`config.mk`:
```
export PLATFORM = sky130hd
export DESIGN_NAME = digit_glyph_page_renderer_flat
export DESIGN_NICKNAME = d
export VERILOG_FILES = /design/src/rtl/dgpr_pkg.sv /design/src/rtl/dgpr_if.sv /design/src/rtl/dgpr_front.sv /design/src/rtl/dgpr_queue.sv /design/src/rtl/dgpr_back.sv /design/src/rtl/digit_glyph_page_renderer.sv /design/src/flat_wrapper.sv
export VERILOG_INCLUDE_DIRS = /design/src /design/src/rtl
export SDC_FILE = /design/constraint.sdc
export NUM_CORES = 1
export LEC_CHECK = 0
export ABC_AREA = 1
export BUFFER_PORTS_ARGS = -buffer_cell sky130_fd_sc_hd__buf_2
export CAP_MARGIN = 20
export CORE_MARGIN = 8
export CORE_UTILIZATION = 45
export CTS_CLUSTER_DIAMETER = 120
export DETAILED_ROUTE_END_ITERATION = 7
export SYNTH_ARGS = -nofsm -noshare
export SYNTH_HDL_FRONTEND = slang
export SYNTH_SLANG_ARGS = --single-unit
```
`constraint.sdc`:
```
create_clock -name clk_i -period 4.2 [get_ports clk_i]
set_clock_uncertainty 0.15 [all_clocks]
set_input_delay 0.21 -clock clk_i [delete_from_list [all_inputs] [get_ports clk_i]]
set_output_delay 0.21 -clock clk_i [all_outputs]
set_load 0.01 [all_outputs]
```
`src/rtl/digit_glyph_page_renderer_defines.svh`:
```
// Assertion macros shared by the digit glyph page renderer RTL.
// No dependencies; included by the top level only.
`ifndef DIGIT_GLYPH_PAGE_RENDERER_DEFINES_SVH
`define DIGIT_GLYPH_PAGE_RENDERER_DEFINES_SVH

`ifndef ASSERT_OFF
`define DGPR_ASSERT_IMP(lbl, clk, rstn, ante, cons) \
  lbl: assert property (@(posedge clk) disable iff (!(rstn)) (ante) |-> (cons)) \
    else $error("dgpr assertion failed");
`define DGPR_ASSERT_NXT(lbl, clk, rstn, ante, cons) \
  lbl: assert property (@(posedge clk) disable iff (!(rstn)) (ante) |=> (cons)) \
    else $error("dgpr assertion failed");
`else
`define DGPR_ASSERT_IMP(lbl, clk, rstn, ante, cons)
`define DGPR_ASSERT_NXT(lbl, clk, rstn, ante, cons)
`endif

`endif

```
`src/rtl/dgpr_pkg.sv`:
```
// Types, constants and font ROM of the digit glyph page renderer.
// No dependencies.
package dgpr_pkg;

  typedef logic [3:0] glyph_t;

  typedef struct packed {
    logic       kind;
    logic [2:0] page;
    logic [6:0] column;
    glyph_t     glyph;
  } job_t;

  typedef struct packed {
    logic valid;
    job_t job;
  } push_t;

  localparam logic [7:0] CharZero  = 8'h30;
  localparam logic [7:0] CharNine  = 8'h39;
  localparam logic [7:0] CharColon = 8'h3A;
  localparam logic [7:0] CharSlash = 8'h2F;

  localparam glyph_t GlyphColon = 4'd10;
  localparam glyph_t GlyphDash  = 4'd11;

  localparam logic [7:0] CmdPageBase = 8'hB0;
  localparam logic [3:0] CmdColLow   = 4'h0;
  localparam logic [3:0] CmdColHigh  = 4'h1;

  localparam logic [4:0] StepColLow    = 5'd1;
  localparam logic [4:0] StepColHigh   = 5'd2;
  localparam logic [4:0] StepFirstData = 5'd3;
  localparam logic [4:0] StepLastSmall = 5'd10;
  localparam logic [4:0] StepLastLarge = 5'd18;

  localparam logic KindSmall = 1'b0;
  localparam logic KindLarge = 1'b1;

  // {drawable, glyph index}
  function automatic logic [4:0] classify(logic kind, logic [7:0] code);
    logic [4:0] res;
    res = '0;
    if (code >= CharZero && code <= CharNine) begin
      res = {1'b1, 4'(code - CharZero)};
    end else if (code == CharColon) begin
      res = {1'b1, GlyphColon};
    end else if (code == CharSlash && kind == KindLarge) begin
      res = {1'b1, GlyphDash};
    end
    return res;
  endfunction

  // column 0 in the low byte, bit 0 is the top row
  function automatic logic [7:0] glyph_col(glyph_t g, logic [2:0] c);
    logic [63:0] row;
    case (g)
      4'd0:    row = 64'h00_00_00_3E_45_49_51_3E;
      4'd1:    row = 64'h00_00_00_00_40_7F_42_00;
      4'd2:    row = 64'h00_00_00_46_49_51_61_42;
      4'd3:    row = 64'h00_00_00_31_4B_45_41_21;
      4'd4:    row = 64'h00_00_00_10_7F_12_14_18;
      4'd5:    row = 64'h00_00_00_39_45_45_45_27;
      4'd6:    row = 64'h00_00_00_30_49_49_4A_3C;
      4'd7:    row = 64'h00_00_00_03_05_09_71_01;
      4'd8:    row = 64'h00_00_00_36_49_49_49_36;
      4'd9:    row = 64'h00_00_00_1E_29_49_49_06;
      4'd10:   row = 64'h00_00_00_00_00_14_00_00;
      4'd11:   row = 64'h00_00_00_3C_3C_00_00_00;
      default: row = '0;
    endcase
    return row[{c, 3'b000} +: 8];
  endfunction

  function automatic logic [7:0] double_nibble(logic [3:0] n);
    return {n[3], n[3], n[2], n[2], n[1], n[1], n[0], n[0]};
  endfunction

endpackage

```
`src/rtl/dgpr_if.sv`:
```
// Valid/ready channel interfaces: draw requests in, display bytes out.
// No dependencies.
interface dgpr_req_if;
  logic       valid;
  logic       ready;
  logic       kind;
  logic [2:0] page;
  logic [6:0] column;
  logic [7:0] code;

  modport source (output valid, kind, page, column, code, input ready);
  modport sink   (input valid, kind, page, column, code, output ready);
endinterface

interface dgpr_out_if;
  logic       valid;
  logic       ready;
  logic [7:0] out_byte;
  logic       is_data;
  logic       last;

  modport source (output valid, out_byte, is_data, last, input ready);
  modport sink   (input valid, out_byte, is_data, last, output ready);
endinterface

```
`src/rtl/dgpr_front.sv`:
```
// Request front end: decodes the character code, drops undrawable requests,
// hands drawable jobs to the queue. Uses dgpr_pkg and dgpr_req_if.
module dgpr_front (
  dgpr_req_if.sink        req_i,
  output dgpr_pkg::push_t push_o,
  input  logic            push_ready_i
);

  logic [4:0] cls;

  assign cls = dgpr_pkg::classify(req_i.kind, req_i.code);

  // undrawable requests are taken and go nowhere
  assign req_i.ready        = push_ready_i;
  assign push_o.valid       = req_i.valid && cls[4];
  assign push_o.job.kind    = req_i.kind;
  assign push_o.job.page    = req_i.page;
  assign push_o.job.column  = req_i.column;
  assign push_o.job.glyph   = cls[3:0];

endmodule

```
`src/rtl/dgpr_queue.sv`:
```
// Small job queue between the front end and the byte sequencer.
// Uses dgpr_pkg.
module dgpr_queue #(
  parameter int Depth = 2
) (
  input  logic            clk_i,
  input  logic            rst_ni,
  input  dgpr_pkg::push_t push_i,
  output logic            push_ready_o,
  output logic            pop_valid_o,
  output dgpr_pkg::job_t  pop_job_o,
  input  logic            pop_i
);

  localparam int PtrW = (Depth > 1) ? $clog2(Depth) : 1;
  localparam int CntW = $clog2(Depth + 1);

  dgpr_pkg::job_t mem_q [Depth];
  logic [PtrW-1:0] wr_ptr_q, wr_ptr_d, rd_ptr_q, rd_ptr_d;
  logic [CntW-1:0] cnt_q, cnt_d;
  logic            do_push, do_pop;

  assign push_ready_o = (cnt_q != CntW'(Depth));
  assign pop_valid_o  = (cnt_q != '0);
  assign pop_job_o    = mem_q[rd_ptr_q];
  assign do_push      = push_i.valid && push_ready_o;
  assign do_pop       = pop_i && pop_valid_o;

  always_comb begin
    wr_ptr_d = wr_ptr_q;
    rd_ptr_d = rd_ptr_q;
    cnt_d    = cnt_q;
    if (do_push) begin
      wr_ptr_d = (wr_ptr_q == PtrW'(Depth - 1)) ? '0 : wr_ptr_q + 1'b1;
    end
    if (do_pop) begin
      rd_ptr_d = (rd_ptr_q == PtrW'(Depth - 1)) ? '0 : rd_ptr_q + 1'b1;
    end
    if (do_push && !do_pop) begin
      cnt_d = cnt_q + 1'b1;
    end else if (do_pop && !do_push) begin
      cnt_d = cnt_q - 1'b1;
    end
  end

  always_ff @(posedge clk_i or negedge rst_ni) begin
    if (!rst_ni) begin
      wr_ptr_q <= '0;
      rd_ptr_q <= '0;
      cnt_q    <= '0;
    end else begin
      wr_ptr_q <= wr_ptr_d;
      rd_ptr_q <= rd_ptr_d;
      cnt_q    <= cnt_d;
    end
  end

  always_ff @(posedge clk_i) begin
    if (do_push) begin
      mem_q[wr_ptr_q] <= push_i.job;
    end
  end

endmodule

```
`src/rtl/dgpr_back.sv`:
```
// Byte sequencer: walks one job through its page commands and column bytes,
// one byte per cycle into the output register unless stalled. Uses dgpr_pkg, dgpr_out_if.
module dgpr_back (
  input  logic           clk_i,
  input  logic           rst_ni,
  input  logic           job_valid_i,
  input  dgpr_pkg::job_t job_i,
  output logic           pop_o,
  dgpr_out_if.source     res_o
);

  dgpr_pkg::job_t job_q;
  logic           busy_q;
  logic           sel_q;
  logic [4:0]     step_q;
  logic           ovalid_q;
  logic [7:0]     obyte_q;
  logic           odata_q, olast_q;

  logic       adv, load, is_last, page_end;
  logic [4:0] dstep;
  logic [2:0] gcol;
  logic [7:0] rom_byte, cur_byte;
  logic [3:0] nib;
  logic       cur_data;

  always_comb begin
    adv      = !ovalid_q || res_o.ready;
    is_last  = (job_q.kind == dgpr_pkg::KindLarge)
             ? (sel_q && step_q == dgpr_pkg::StepLastLarge)
             : (step_q == dgpr_pkg::StepLastSmall);
    page_end = (job_q.kind == dgpr_pkg::KindLarge) && !sel_q
             && (step_q == dgpr_pkg::StepLastLarge);
    load     = adv && (!busy_q || is_last);
    pop_o    = load && job_valid_i;

    dstep    = step_q - dgpr_pkg::StepFirstData;
    // large glyphs send every column twice
    gcol     = (job_q.kind == dgpr_pkg::KindLarge) ? dstep[3:1] : dstep[2:0];
    rom_byte = dgpr_pkg::glyph_col(job_q.glyph, gcol);
    nib      = sel_q ? rom_byte[7:4] : rom_byte[3:0];

    cur_data = 1'b1;
    if (step_q == '0) begin
      cur_data = 1'b0;
      cur_byte = dgpr_pkg::CmdPageBase + {5'b0, job_q.page} + {7'b0, sel_q};
    end else if (step_q == dgpr_pkg::StepColLow) begin
      cur_data = 1'b0;
      cur_byte = {dgpr_pkg::CmdColLow, job_q.column[3:0]};
    end else if (step_q == dgpr_pkg::StepColHigh) begin
      cur_data = 1'b0;
      cur_byte = {dgpr_pkg::CmdColHigh, 1'b0, job_q.column[6:4]};
    end else if (job_q.kind == dgpr_pkg::KindLarge) begin
      cur_byte = dgpr_pkg::double_nibble(nib);
    end else begin
      cur_byte = rom_byte;
    end
  end

  always_ff @(posedge clk_i or negedge rst_ni) begin
    if (!rst_ni) begin
      busy_q   <= 1'b0;
      ovalid_q <= 1'b0;
      sel_q    <= 1'b0;
      step_q   <= '0;
    end else if (adv) begin
      ovalid_q <= busy_q;
      if (busy_q && !is_last) begin
        if (page_end) begin
          sel_q  <= 1'b1;
          step_q <= '0;
        end else begin
          step_q <= step_q + 1'b1;
        end
      end
      if (load) begin
        busy_q <= job_valid_i;
        sel_q  <= 1'b0;
        step_q <= '0;
      end
    end
  end

  always_ff @(posedge clk_i) begin
    if (pop_o) begin
      job_q <= job_i;
    end
    if (adv) begin
      obyte_q <= cur_byte;
      odata_q <= cur_data;
      olast_q <= is_last;
    end
  end

  assign res_o.valid    = ovalid_q;
  assign res_o.out_byte = obyte_q;
  assign res_o.is_data  = odata_q;
  assign res_o.last     = olast_q;

endmodule

```
`src/rtl/digit_glyph_page_renderer.sv`:
```
// Top level of the digit glyph page renderer: front end, job queue, sequencer.
// Uses dgpr_pkg, dgpr_if, dgpr_front, dgpr_queue, dgpr_back and the defines.
//
//  channel  | dir | handshake   | payload
//  req_i    | in  | valid/ready | kind, page, column, code
//  res_o    | out | valid/ready | out_byte, is_data, last
//
// One byte leaves per cycle unless res_o stalls: a small glyph is 11 bytes,
// a large one 38; the byte sequencer sets those counts. Consecutive glyphs
// follow with no gap. An undrawable request is taken and yields nothing.
// Reset clears the queue and sequencer control; no clearing pass.
// Requests are taken while the job queue has room, also during output stalls.
`include "digit_glyph_page_renderer_defines.svh"

module digit_glyph_page_renderer #(
  parameter int QueueDepth = 2
) (
  input  logic       clk_i,
  input  logic       rst_ni,
  dgpr_req_if.sink   req_i,
  dgpr_out_if.source res_o
);

  dgpr_pkg::push_t push;
  logic            push_ready;
  logic            q_valid;
  dgpr_pkg::job_t  q_job;
  logic            pop;
  logic [4:0]      req_cls;
  logic            last_taken;

  dgpr_front u_front (
    .req_i        (req_i),
    .push_o       (push),
    .push_ready_i (push_ready)
  );

  dgpr_queue #(
    .Depth (QueueDepth)
  ) u_queue (
    .clk_i        (clk_i),
    .rst_ni       (rst_ni),
    .push_i       (push),
    .push_ready_o (push_ready),
    .pop_valid_o  (q_valid),
    .pop_job_o    (q_job),
    .pop_i        (pop)
  );

  dgpr_back u_back (
    .clk_i       (clk_i),
    .rst_ni      (rst_ni),
    .job_valid_i (q_valid),
    .job_i       (q_job),
    .pop_o       (pop),
    .res_o       (res_o)
  );

  assign req_cls    = dgpr_pkg::classify(req_i.kind, req_i.code);
  assign last_taken = res_o.valid && res_o.ready && res_o.last;

  `DGPR_ASSERT_IMP(a_no_push_undrawable, clk_i, rst_ni, req_i.valid && !req_cls[4], !push.valid)
  `DGPR_ASSERT_IMP(a_pop_needs_job, clk_i, rst_ni, pop, q_valid)
  `DGPR_ASSERT_IMP(a_last_is_data, clk_i, rst_ni, res_o.valid && res_o.last, res_o.is_data)
  `DGPR_ASSERT_NXT(a_run_opens_cmd, clk_i, rst_ni, last_taken, !res_o.valid || !res_o.is_data)

endmodule

```
`src/flat_wrapper.sv`:
```
// flat-port wrapper written by rule: the top's interface ports become plain ports
module digit_glyph_page_renderer_flat 
#(
  parameter int QueueDepth = 2
)
  (clk_i, rst_ni, req_i_valid, req_i_kind, req_i_page, req_i_column, req_i_code, req_i_ready, res_o_valid, res_o_out_byte, res_o_is_data, res_o_last, res_o_ready);
  dgpr_req_if req_i_i ();
  dgpr_out_if res_o_i ();
  input  logic clk_i;
  input  logic rst_ni;
  input wire logic [$bits(req_i_i.valid)-1:0] req_i_valid;
  input wire logic [$bits(req_i_i.kind)-1:0] req_i_kind;
  input wire logic [$bits(req_i_i.page)-1:0] req_i_page;
  input wire logic [$bits(req_i_i.column)-1:0] req_i_column;
  input wire logic [$bits(req_i_i.code)-1:0] req_i_code;
  output wire logic [$bits(req_i_i.ready)-1:0] req_i_ready;
  output wire logic [$bits(res_o_i.valid)-1:0] res_o_valid;
  output wire logic [$bits(res_o_i.out_byte)-1:0] res_o_out_byte;
  output wire logic [$bits(res_o_i.is_data)-1:0] res_o_is_data;
  output wire logic [$bits(res_o_i.last)-1:0] res_o_last;
  input wire logic [$bits(res_o_i.ready)-1:0] res_o_ready;
  assign req_i_i.valid = req_i_valid;
  assign req_i_i.kind = req_i_kind;
  assign req_i_i.page = req_i_page;
  assign req_i_i.column = req_i_column;
  assign req_i_i.code = req_i_code;
  assign req_i_ready = req_i_i.ready;
  assign res_o_valid = res_o_i.valid;
  assign res_o_out_byte = res_o_i.out_byte;
  assign res_o_is_data = res_o_i.is_data;
  assign res_o_last = res_o_i.last;
  assign res_o_i.ready = res_o_ready;
  digit_glyph_page_renderer #(.QueueDepth(QueueDepth)) u_core (.clk_i(clk_i), .rst_ni(rst_ni), .req_i(req_i_i), .res_o(res_o_i));
endmodule
```
==> results of run 1 <==
per-stage QoR:
step / setup slack, ps / utilization / std cells / cell area (µm²) / power (W)
after CTS: 1196 / 0.5338 / 614 / 4408 / 0.003193
after global routing: 883.0 / 0.5338 / 614 / 4408 / 0.003451
final: 1211 / 0.5338 / 614 / 4408 / 0.003166
after global placement: 1381 / 0.4924 / 586 / 4066 / 0.002563
after detailed placement: 1264 / 0.4924 / 586 / 4066 / 0.002578
after floorplan: 1583 / - / 459 / 3844 / 0.002245
where the power goes:
| part | internal (W) | switching, W |
|---|---|---|
| combinational | 0.000495 | 0.00100 |
| sequential | 0.000937 | 0.000139 |
| clock | 0.000338 | 0.000254 |
| total | 0.00177 | 0.00140 |
cell usage in the layout (no fill, tap or decap), drive strengths merged, types with 2 or more instances in the layout:
| cell | instances |
|---|---|
| nand4 | 4 |
| nand2 | 152 |
| dfrtp | 12 |
| o21ai | 23 |
| ha | 17 |
| a31oi | 3 |
| nor3 | 2 |
| a21oi | 11 |
| o21bai | 2 |
| nor2 | 45 |
| edfxtp | 55 |
| o22ai | 4 |
| buf | 36 |
| inv | 53 |
| nand3 | 55 |
| clkbuf | 9 |
| dlygate4sd3 | 12 |
| clkinv | 2 |
| bufinv | 2 |
| xor2 | 4 |
synthesized netlist by cell type:
| master | number | area share |
|---|---|---|
| nand2_1 | 149 | 0.15 |
| o22ai_1 | 4 | 0.0065 |
| xnor2_1 | 1 | 0.0023 |
| o211ai_1 | 1 | 0.0020 |
| ha_1 | 17 | 0.055 |
| clkinv_1 | 1 | 0.00098 |
| nor4_1 | 1 | 0.0016 |
| o21ai_2 | 1 | 0.0023 |
| nor3_1 | 2 | 0.0026 |
| xor2_1 | 4 | 0.0091 |
| clkbuf_1 | 4 | 0.0039 |
| nand3_2 | 1 | 0.0026 |
| nand2_2 | 3 | 0.0049 |
| edfxtp_1 | 55 | 0.43 |
| o21ai_4 | 1 | 0.0042 |
| a21oi_1 | 10 | 0.013 |
| o21ai_0 | 12 | 0.016 |
| o21ai_1 | 9 | 0.012 |
| nor2_2 | 2 | 0.0033 |
| buf_6 | 3 | 0.0088 |
| or2_0 | 1 | 0.0016 |
| nand4_1 | 4 | 0.0065 |
| a21oi_4 | 1 | 0.0042 |
| nand3_1 | 54 | 0.070 |
| inv_2 | 8 | 0.0078 |
| inv_1 | 42 | 0.041 |
| o21bai_1 | 2 | 0.0039 |
| nor2_1 | 43 | 0.042 |
| buf_4 | 4 | 0.0078 |
| nor3b_1 | 1 | 0.0020 |
| dfrtp_1 | 12 | 0.078 |
| buf_2 | 3 | 0.0039 |
| a31oi_1 | 3 | 0.0049 |
cells by family (layout without fill, tap and decap cells):
| group | after synthesis | after routing | share of synthesized area |
|---|---|---|---|
| simple gates | 261 | 261 | 0.2829 |
| flops | 67 | 67 | 0.5078 |
| buf+inv | 65 | 115 | 0.07422 |
| compound gates | 44 | 44 | 0.06836 |
| fa+ha+maj | 17 | 17 | 0.05534 |
| xor+xnor | 5 | 5 | 0.01139 |
how the worst max path moves through the flow:
stage,start,end,slack (ps),cells after the start
global placement,u_core.u_back.step_q[0],u_core.u_queue.cnt_q[1],1380,15
floorplan,u_core.u_back.step_q[0],u_core.u_queue.cnt_q[1],1580,15
detailed placement,u_core.u_back.step_q[0],u_core.u_queue.cnt_q[1],1260,15
CTS,u_core.u_back.step_q[0],u_core.u_queue.cnt_q[1],1200,15
global route,u_core.u_back.step_q[0],u_core.u_queue.cnt_q[1],880,15
finish,u_core.u_back.step_q[0],u_core.u_queue.cnt_q[1],1210,15
registers in the layout, indices dropped and copies added, names as in the netlist:
signal and cells:
u_core.u_back.res_o.out_byte 8, u_core.u_back.res_o.last 1, u_core.u_back.res_o.is_data 1, u_core.u_queue.mem_q 30
u_core.u_queue.wr_ptr_q 1, u_core.u_back.res_o.valid 1, u_core.u_back.job_q 15, u_core.u_queue.rd_ptr_q 1
u_core.u_back.step_q 5, u_core.u_queue.cnt_q 2, u_core.u_back.busy_q 1, u_core.u_back.sel_q 1
per-layer routing:
layer  vias up  share of wire  global-route usage
li1       1603              -                   -
met4         0          0.027             0.07234
met5         -              0                   0
met1      1386           0.47              0.1883
met3        19          0.051             0.03629
met2        93           0.46              0.2341
worst max-delay path, stage by stage, from the launching register on:
cell,delay [ps]
dfrtp_1,460
inv_1,150
ha_1,190
inv_1,50
nor2_1,160
nand4_1,130
o21ai_2,110
nor2_1,70
nor2_2,140
inv_2,60
a21oi_4,450
inv_2,70
ha_1,310
a21oi_1,110
o21ai_0,100
xor2_1,150
cell type report:
cell class | count | share of cell area
Clock buffer | 9 | 0.02810
Clock inverter | 7 | 0.02214
Inverter | 51 | 0.04343
Multi-Input combinational cell | 327 | 0.3645
Sequential cell | 67 | 0.4428
Tap cell | 105 | 0.02980
Timing Repair Buffer | 48 | 0.06926
==> impl_metrics.ini, run 1 <==
[logic_synthesis]
ys_seq_area_frac = 0.5078
yosysWarnings = 0
syn_nets = 499
syn_avg_cell_area_um2 = 8.374
ys_seq_elements = 67
syn_area_um2 = 3844
netlist_instances = 459
synthDistinctLibCells = 33

[finish]
multi_input_area_um2 = 1607
syn2layout_area_growth_pct = 14.68
antenna_cells = 0
drive_above_1_share = 0.1336
fin_nets = 544
register_area_um2 = 1952
fillers = 798

[sta]
grt_setup_unrepaired = no
worstMarginPinSlew_ps = 629.1
setup_tns_ps = 0
period_needed_ps = 2989
hold_ws_ps = 51.70
finalSetupViolCount = 0
period_share = 0.7117
maxSlewHeadroom = 0.5806
max_freq_mhz = 334.5
hold_violations = 0
maxSlewViolCount = 0

[setup_path]
ff2ff_path_depth = 15
critPathKind = flip-flop to flip-flop
worstSetupStartpointType = flip-flop
cp-end-kind = flip-flop
rr_startpoint = u_core.u_back.step_q[0]
required_ps = 4270
worstPathArrival_ps = 3060
critPathMaxFanout = 17
rrSetupSlack_ps = 1210
r2r_end = u_core.u_queue.cnt_q[1]

[clock_tree]
path_clk_slew_ps = 80
cts_tree = done
cts.path.max_buffers = 2
clock-sinks = 67
cts_resized = 0
cts_setup_buffers = 0
cts-buffers-inserted = 9
h-tree-depth = 3
clkLatencyLatePin_ps = 340
clockRootBuffer = clkbuf_8
cts_hold_buf = 12

[floorplan]
dieArea_um2 = 11750
rows = 33
die_w_um = 108.4
pin_count = 35
start_util = 0.4655
core_area_um2 = 8258
die_h_um = 108.4

[pwr]
leakagePower_nw = 2.057
ir_worst_vdd_v = 0.0002674
power_density_nw_per_um2 = 718.3

[run]
drv_cap = 0

[grt]
grt_pass1_wl_um = 13970
grt_max_degree = 23
antenna_found_initial = 0
grt_overflow = 0
grt_pass1_vias = 3098
grt_usage = 0.1490

[route]
viasPerCell = 5.050
drcViolationCount = 0
route.vias.total = 3101
finalWirelength_um = 8223
drt_iter0_drc = 95
wl_per_cell_um = 13.39
firstDrtPassIters = 4
antenna_left = 0

[placement]
io_buffers = 34
dp_hpwl_um = 6056
globalplace.congestion = 0.8602

[hold_path]
min_to = u_core.u_queue.mem_q[1][0]
hold_class = input port to flip-flop
hold_start = req_i_code[0]
hold_depth = 3

[outcome]
status = finished clean
Power figures use the tool's default switching activity.
==> inputs of run 2 (changes only) <==
Clock period 4.2 ns to 2.9 ns, I/O delays scaled along.
==> run 2 against run 1 <==
Register-to-register slack worse by 930 ps. Sequential power grew 41%. Core utilization increased by 0.80 points. Worst setup slack lost 930 ps. Non-clock buffer count increased by 5. Highest routed layer unchanged.
==> impl_metrics.ini, run 2 (same netlist as run 1, synthesis figures left out) <==
[floorplan]
pin_count = 35
start_util = 0.4655
rows = 33
core_area_um2 = 8258
die_h_um = 108.4
dieArea_um2 = 11750
die_w_um = 108.4

[sta]
worstMarginPinSlew_ps = 623.0
setup_tns_ps = 0
finalSetupViolCount = 0
setup_ws_ps = 278.0
maxSlewHeadroom = 0.5846
maxSlewViolCount = 0
hold_ws_ps = 59.91
period_needed_ps = 2622
hold_violations = 0
period_share = 0.9041
max_freq_mhz = 381.4
grt_setup_unrepaired = no

[clock_tree]
cts-buffers-inserted = 9
cts_tree = done
clock-sinks = 67
cts.path.max_buffers = 2
clkLatencyLatePin_ps = 340
clockRootBuffer = clkbuf_8
h-tree-depth = 3
path_clk_slew_ps = 80
cts_resized = 0

[setup_path]
r2r_end = u_core.u_back.res_o.out_byte[1]
worstSetupStartpointType = flip-flop
cp-end-kind = flip-flop
worstPathArrival_ps = 2570
rrSetupSlack_ps = 280
critPathMaxFanout = 11
rr_startpoint = u_core.u_back.step_q[0]
required_ps = 2840
ff2ff_path_depth = 14
critPathKind = flip-flop to flip-flop

[finish]
syn2layout_area_growth_pct = 16.41
fin_nets = 549
drive_above_1_share = 0.1420
largest-register = u_core.u_queue.mem_q
antenna_cells = 0
mostFrequentLayoutCell = nand2_1
final_cell_mix = nand2_1 (149), edfxtp_1 (55), nand3_1 (54)
final_util = 0.5418
largest_register_ffs = 30

[pwr]
leakagePower_nw = 2.098
ir_worst_vdd_v = 0.0005437
power_density_nw_per_um2 = 1045

[placement]
dp_hpwl_um = 5818
globalplace.congestion = 0.8973
post-place-ws_ps = 318.5
io_buffers = 34

[route]
drt_iter0_drc = 173
finalWirelength_um = 7926
route.vias.total = 3105
drcViolationCount = 0
viasPerCell = 5.016
antenna_left = 0
firstDrtPassIters = 5
wl_per_cell_um = 12.80

[run]
drv_cap = 0

[grt]
grt_overflow = 0
grt_usage = 0.1440
grt_pass1_wl_um = 13610
antenna_found_initial = 0
grt_pass1_vias = 3079
grt_max_degree = 23

[outcome]
status = finished clean

[hold_path]
hold_class = input port to async pin
-- run 2: how the worst max path moves through the flow --
stage                                  from                              end  slack [ps]
floorplan           u_core.u_back.step_q[0]          u_core.u_queue.cnt_q[1]         280
detailed placement  u_core.u_back.step_q[0]          u_core.u_queue.cnt_q[1]         320
global placement    u_core.u_back.step_q[0]          u_core.u_queue.cnt_q[1]         380
CTS                 u_core.u_back.step_q[0]          u_core.u_queue.cnt_q[1]         300
global route        u_core.u_back.step_q[0]  u_core.u_back.res_o.out_byte[1]          60
finish              u_core.u_back.step_q[0]  u_core.u_back.res_o.out_byte[1]         280
-- run 2: per-stage QoR --
stage               area [µm²]  power, W  std cells
global route              4474  0.005101        619
global placement          4096  0.003738        590
floorplan                 3844  0.003252        459
finish                    4474  0.004678        619
detailed placement        4096  0.003737        590
CTS                       4474  0.004710        619
-- run 2: worst max-delay path, cell delays in order (launching register included) --
cell and delay (ps):
dfrtp_1 480, inv_1 130, ha_1 350, inv_1 110
nand2_1 60, nand2_1 290, nor2_1 110, o21ai_1 160
nand2_1 70, nand2_1 90, nand2_1 50, nand2_1 50
nand2_1 50, o21bai_1 130, a21oi_1 80
-- run 2: final cells by class --
type | count | area, µm²
Fill cell | 775 | 3784
Sequential cell | 67 | 1952
Multi-Input combinational cell | 327 | 1607
Timing Repair Buffer | 53 | 345.3
Inverter | 51 | 191.4
Tap cell | 105 | 131.4
Clock buffer | 9 | 123.9
Clock inverter | 7 | 123.9
-- run 2: routing by layer --
layer	wire, µm	track usage
met1	3749	0.1780
met2	3560	0.2276
met3	411	0.04224
met4	206	0.06647
met5	0	0
-- run 2: timing repair --
| item | CTS | global route |
|---|---|---|
| endpoints found under the setup margin | 0 | 0 |
| hold buffers | 13 | 0 |
| buffers inserted | 0 | 0 |
| hold endpoints to repair | 36 | 0 |
-- run 2: power by group --
group	switching, W	total (W)	internal (W)
sequential	0.000163	0.00152	0.00136
clock	0.000369	0.000948	0.000580
combinational	0.00146	0.00221	0.000747
==> inputs of run 3 (changes only) <==
Settings changed: CELL_PAD_IN_SITES_DETAIL_PLACEMENT set to 0, CELL_PAD_IN_SITES_GLOBAL_PLACEMENT set to 1, PLACE_DENSITY_LB_ADDON set to 0.1.
==> run 3 against run 2 <==
Cell count grew 0.32%. Core utilization shrank 0.30 points. Die area is the same. Power shrank 2.0%. Critical endpoint is now u_core.u_queue.cnt_q[1]. Highest routed layer unchanged.
==> impl_metrics.ini, run 3 (same netlist as run 1, synthesis figures left out) <==
[outcome]
status = finished clean

[sta]
grt_setup_unrepaired = no
finalSetupViolCount = 0
setup_tns_ps = 0
hold_violations = 0
hold_ws_ps = 45.24
period_share = 0.8834
maxSlewViolCount = 0
max_freq_mhz = 390.4
period_needed_ps = 2562
worstMarginPinSlew_ps = 580.0
maxSlewHeadroom = 0.6109

[pwr]
power_density_nw_per_um2 = 1030
leakagePower_nw = 2.079
power_w = 0.004584
ir_worst_vdd_v = 0.0004794

[grt]
grt_pass1_wl_um = 14160
grt-busiest-layer = met2
grt_pass1_vias = 3116
antenna_found_initial = 0
grt_max_degree = 23
grt_overflow = 0
use_met3 = 0.04462
met2_usage = 0.2537
grt_usage = 0.1533
grt_use_met1 = 0.1830

[placement]
globalplace.congestion = 0.8574
place_area_um2 = 4104
dpl.cell_count = 591
io_buffers = 34
dp_hpwl_um = 6227

[hold_path]
hold_depth = 4
min_to = u_core.u_back.sel_q
hold_start = res_o_ready
hold_class = input port to flip-flop

[clock_tree]
path_clk_slew_ps = 80
clock-sinks = 67
cts.path.max_buffers = 2
clkLatencyLatePin_ps = 340
h-tree-depth = 3
clockRootBuffer = clkbuf_8
cts-buffers-inserted = 9
cts_tree = done

[route]
drt_iter0_drc = 148
firstDrtPassIters = 4
viasPerCell = 5.006
finalWirelength_um = 8367
antenna_left = 0
route.vias.total = 3109
wl_per_cell_um = 13.47
drcViolationCount = 0

[setup_path]
cp-end-kind = flip-flop
slowest_stage = dfrtp_2
rrSetupSlack_ps = 340
critPathMaxFanout = 6
r2r_end = u_core.u_queue.cnt_q[1]
worstPathArrival_ps = 2630
rr_startpoint = u_core.u_back.step_q[0]
worstPathCellList = inv_2, ha_1, inv_1, nor2_1, nand4_1, o21ai_2, nor2_1, nor2_2, inv_2, a21oi_4, inv_2, ha_1, a21oi_1, o21ai_0, xor2_1
path_delay_family = adder cells
worstSetupStartpointType = flip-flop
critPathKind = flip-flop to flip-flop
ff2ff_path_depth = 15
required_ps = 2970
worst_path_largest_cell_delay_ps = 470
path_buf_inv = 4
cpMostUsedCell = inv_2

[finish]
antenna_cells = 0
final_area_um2 = 4449
final_cell_mix = nand2_1 (149), edfxtp_1 (55), nand3_1 (54)
fin_cells = 621
drive_above_1_share = 0.1492
fillers = 808
mostFrequentLayoutCell = nand2_1
largest_register_ffs = 30
fin_nets = 551
syn2layout_area_growth_pct = 15.76
largest-register = u_core.u_queue.mem_q

[floorplan]
dieArea_um2 = 11750
start_util = 0.4655
core_area_um2 = 8258
rows = 33
pin_count = 35
die_h_um = 108.4
die_w_um = 108.4

[run]
drv_cap = 0
run 3: tightest hold or removal path, stage by stage:
cell and delay (ps):
buf_2 80, nor2_1 70, nor2_2 150, nor2_1 60
run 3: per-layer routing:
| metal | share of wire | up-vias |
|---|---|---|
| met3 | 0.055 | 22 |
| met5 | 0 | - |
| li1 | - | 1613 |
| met4 | 0.022 | 0 |
| met2 | 0.47 | 89 |
| met1 | 0.45 | 1385 |
run 3: final cells by class:
class | instances | area (µm²) | share of cell area
Timing Repair Buffer | 55 | 360.3 | 0.08099
Tap cell | 105 | 131.4 | 0.02953
Sequential cell | 67 | 1953 | 0.4390
Inverter | 51 | 191.4 | 0.04303
Clock inverter | 7 | 82.58 | 0.01856
Multi-Input combinational cell | 327 | 1607 | 0.3611
Clock buffer | 9 | 123.9 | 0.02784
run 3: metrics by stage:
| stage | setup slack (ps) | util |
|---|---|---|
| 2_1_floorplan | 283.4 | - |
| 3_3_place_gp | 369.2 | 0.4970 |
| 3_5_place_dp | 304.3 | 0.4970 |
| 4_1_cts | 286.1 | 0.5377 |
| 5_1_grt | 42.06 | 0.5388 |
| 6_report | 338.2 | 0.5388 |
run 3: how the worst max path moves through the flow:
stage,end,startpoint,cells past startpoint,slack (ps)
global placement,u_core.u_queue.cnt_q[1],u_core.u_back.step_q[0],15,370
finish,u_core.u_queue.cnt_q[1],u_core.u_back.step_q[0],15,340
detailed placement,u_core.u_back.res_o.out_byte[1],u_core.u_back.step_q[0],14,300
global route,u_core.u_queue.cnt_q[1],u_core.u_back.step_q[0],15,40
floorplan,u_core.u_queue.cnt_q[1],u_core.u_back.step_q[0],15,280
CTS,u_core.u_queue.cnt_q[1],u_core.u_back.step_q[0],15,290
run 3: power by group:
part	internal (W)	switching [W]	leakage, nW
logic	0.000765	0.00153	1.31
registers	0.00136	0.000127	0.665
clock network	0.000411	0.000394	0.0988
total	0.00253	0.00205	2.08
run 3: what timing repair did:
action | in CTS | in global routing
gates resized for setup | 0 | 2
hold endpoints to repair | 36 | 0
buffers inserted | 0 | 1
setup endpoints to repair | 0 | 2
hold buffers | 13 | 0
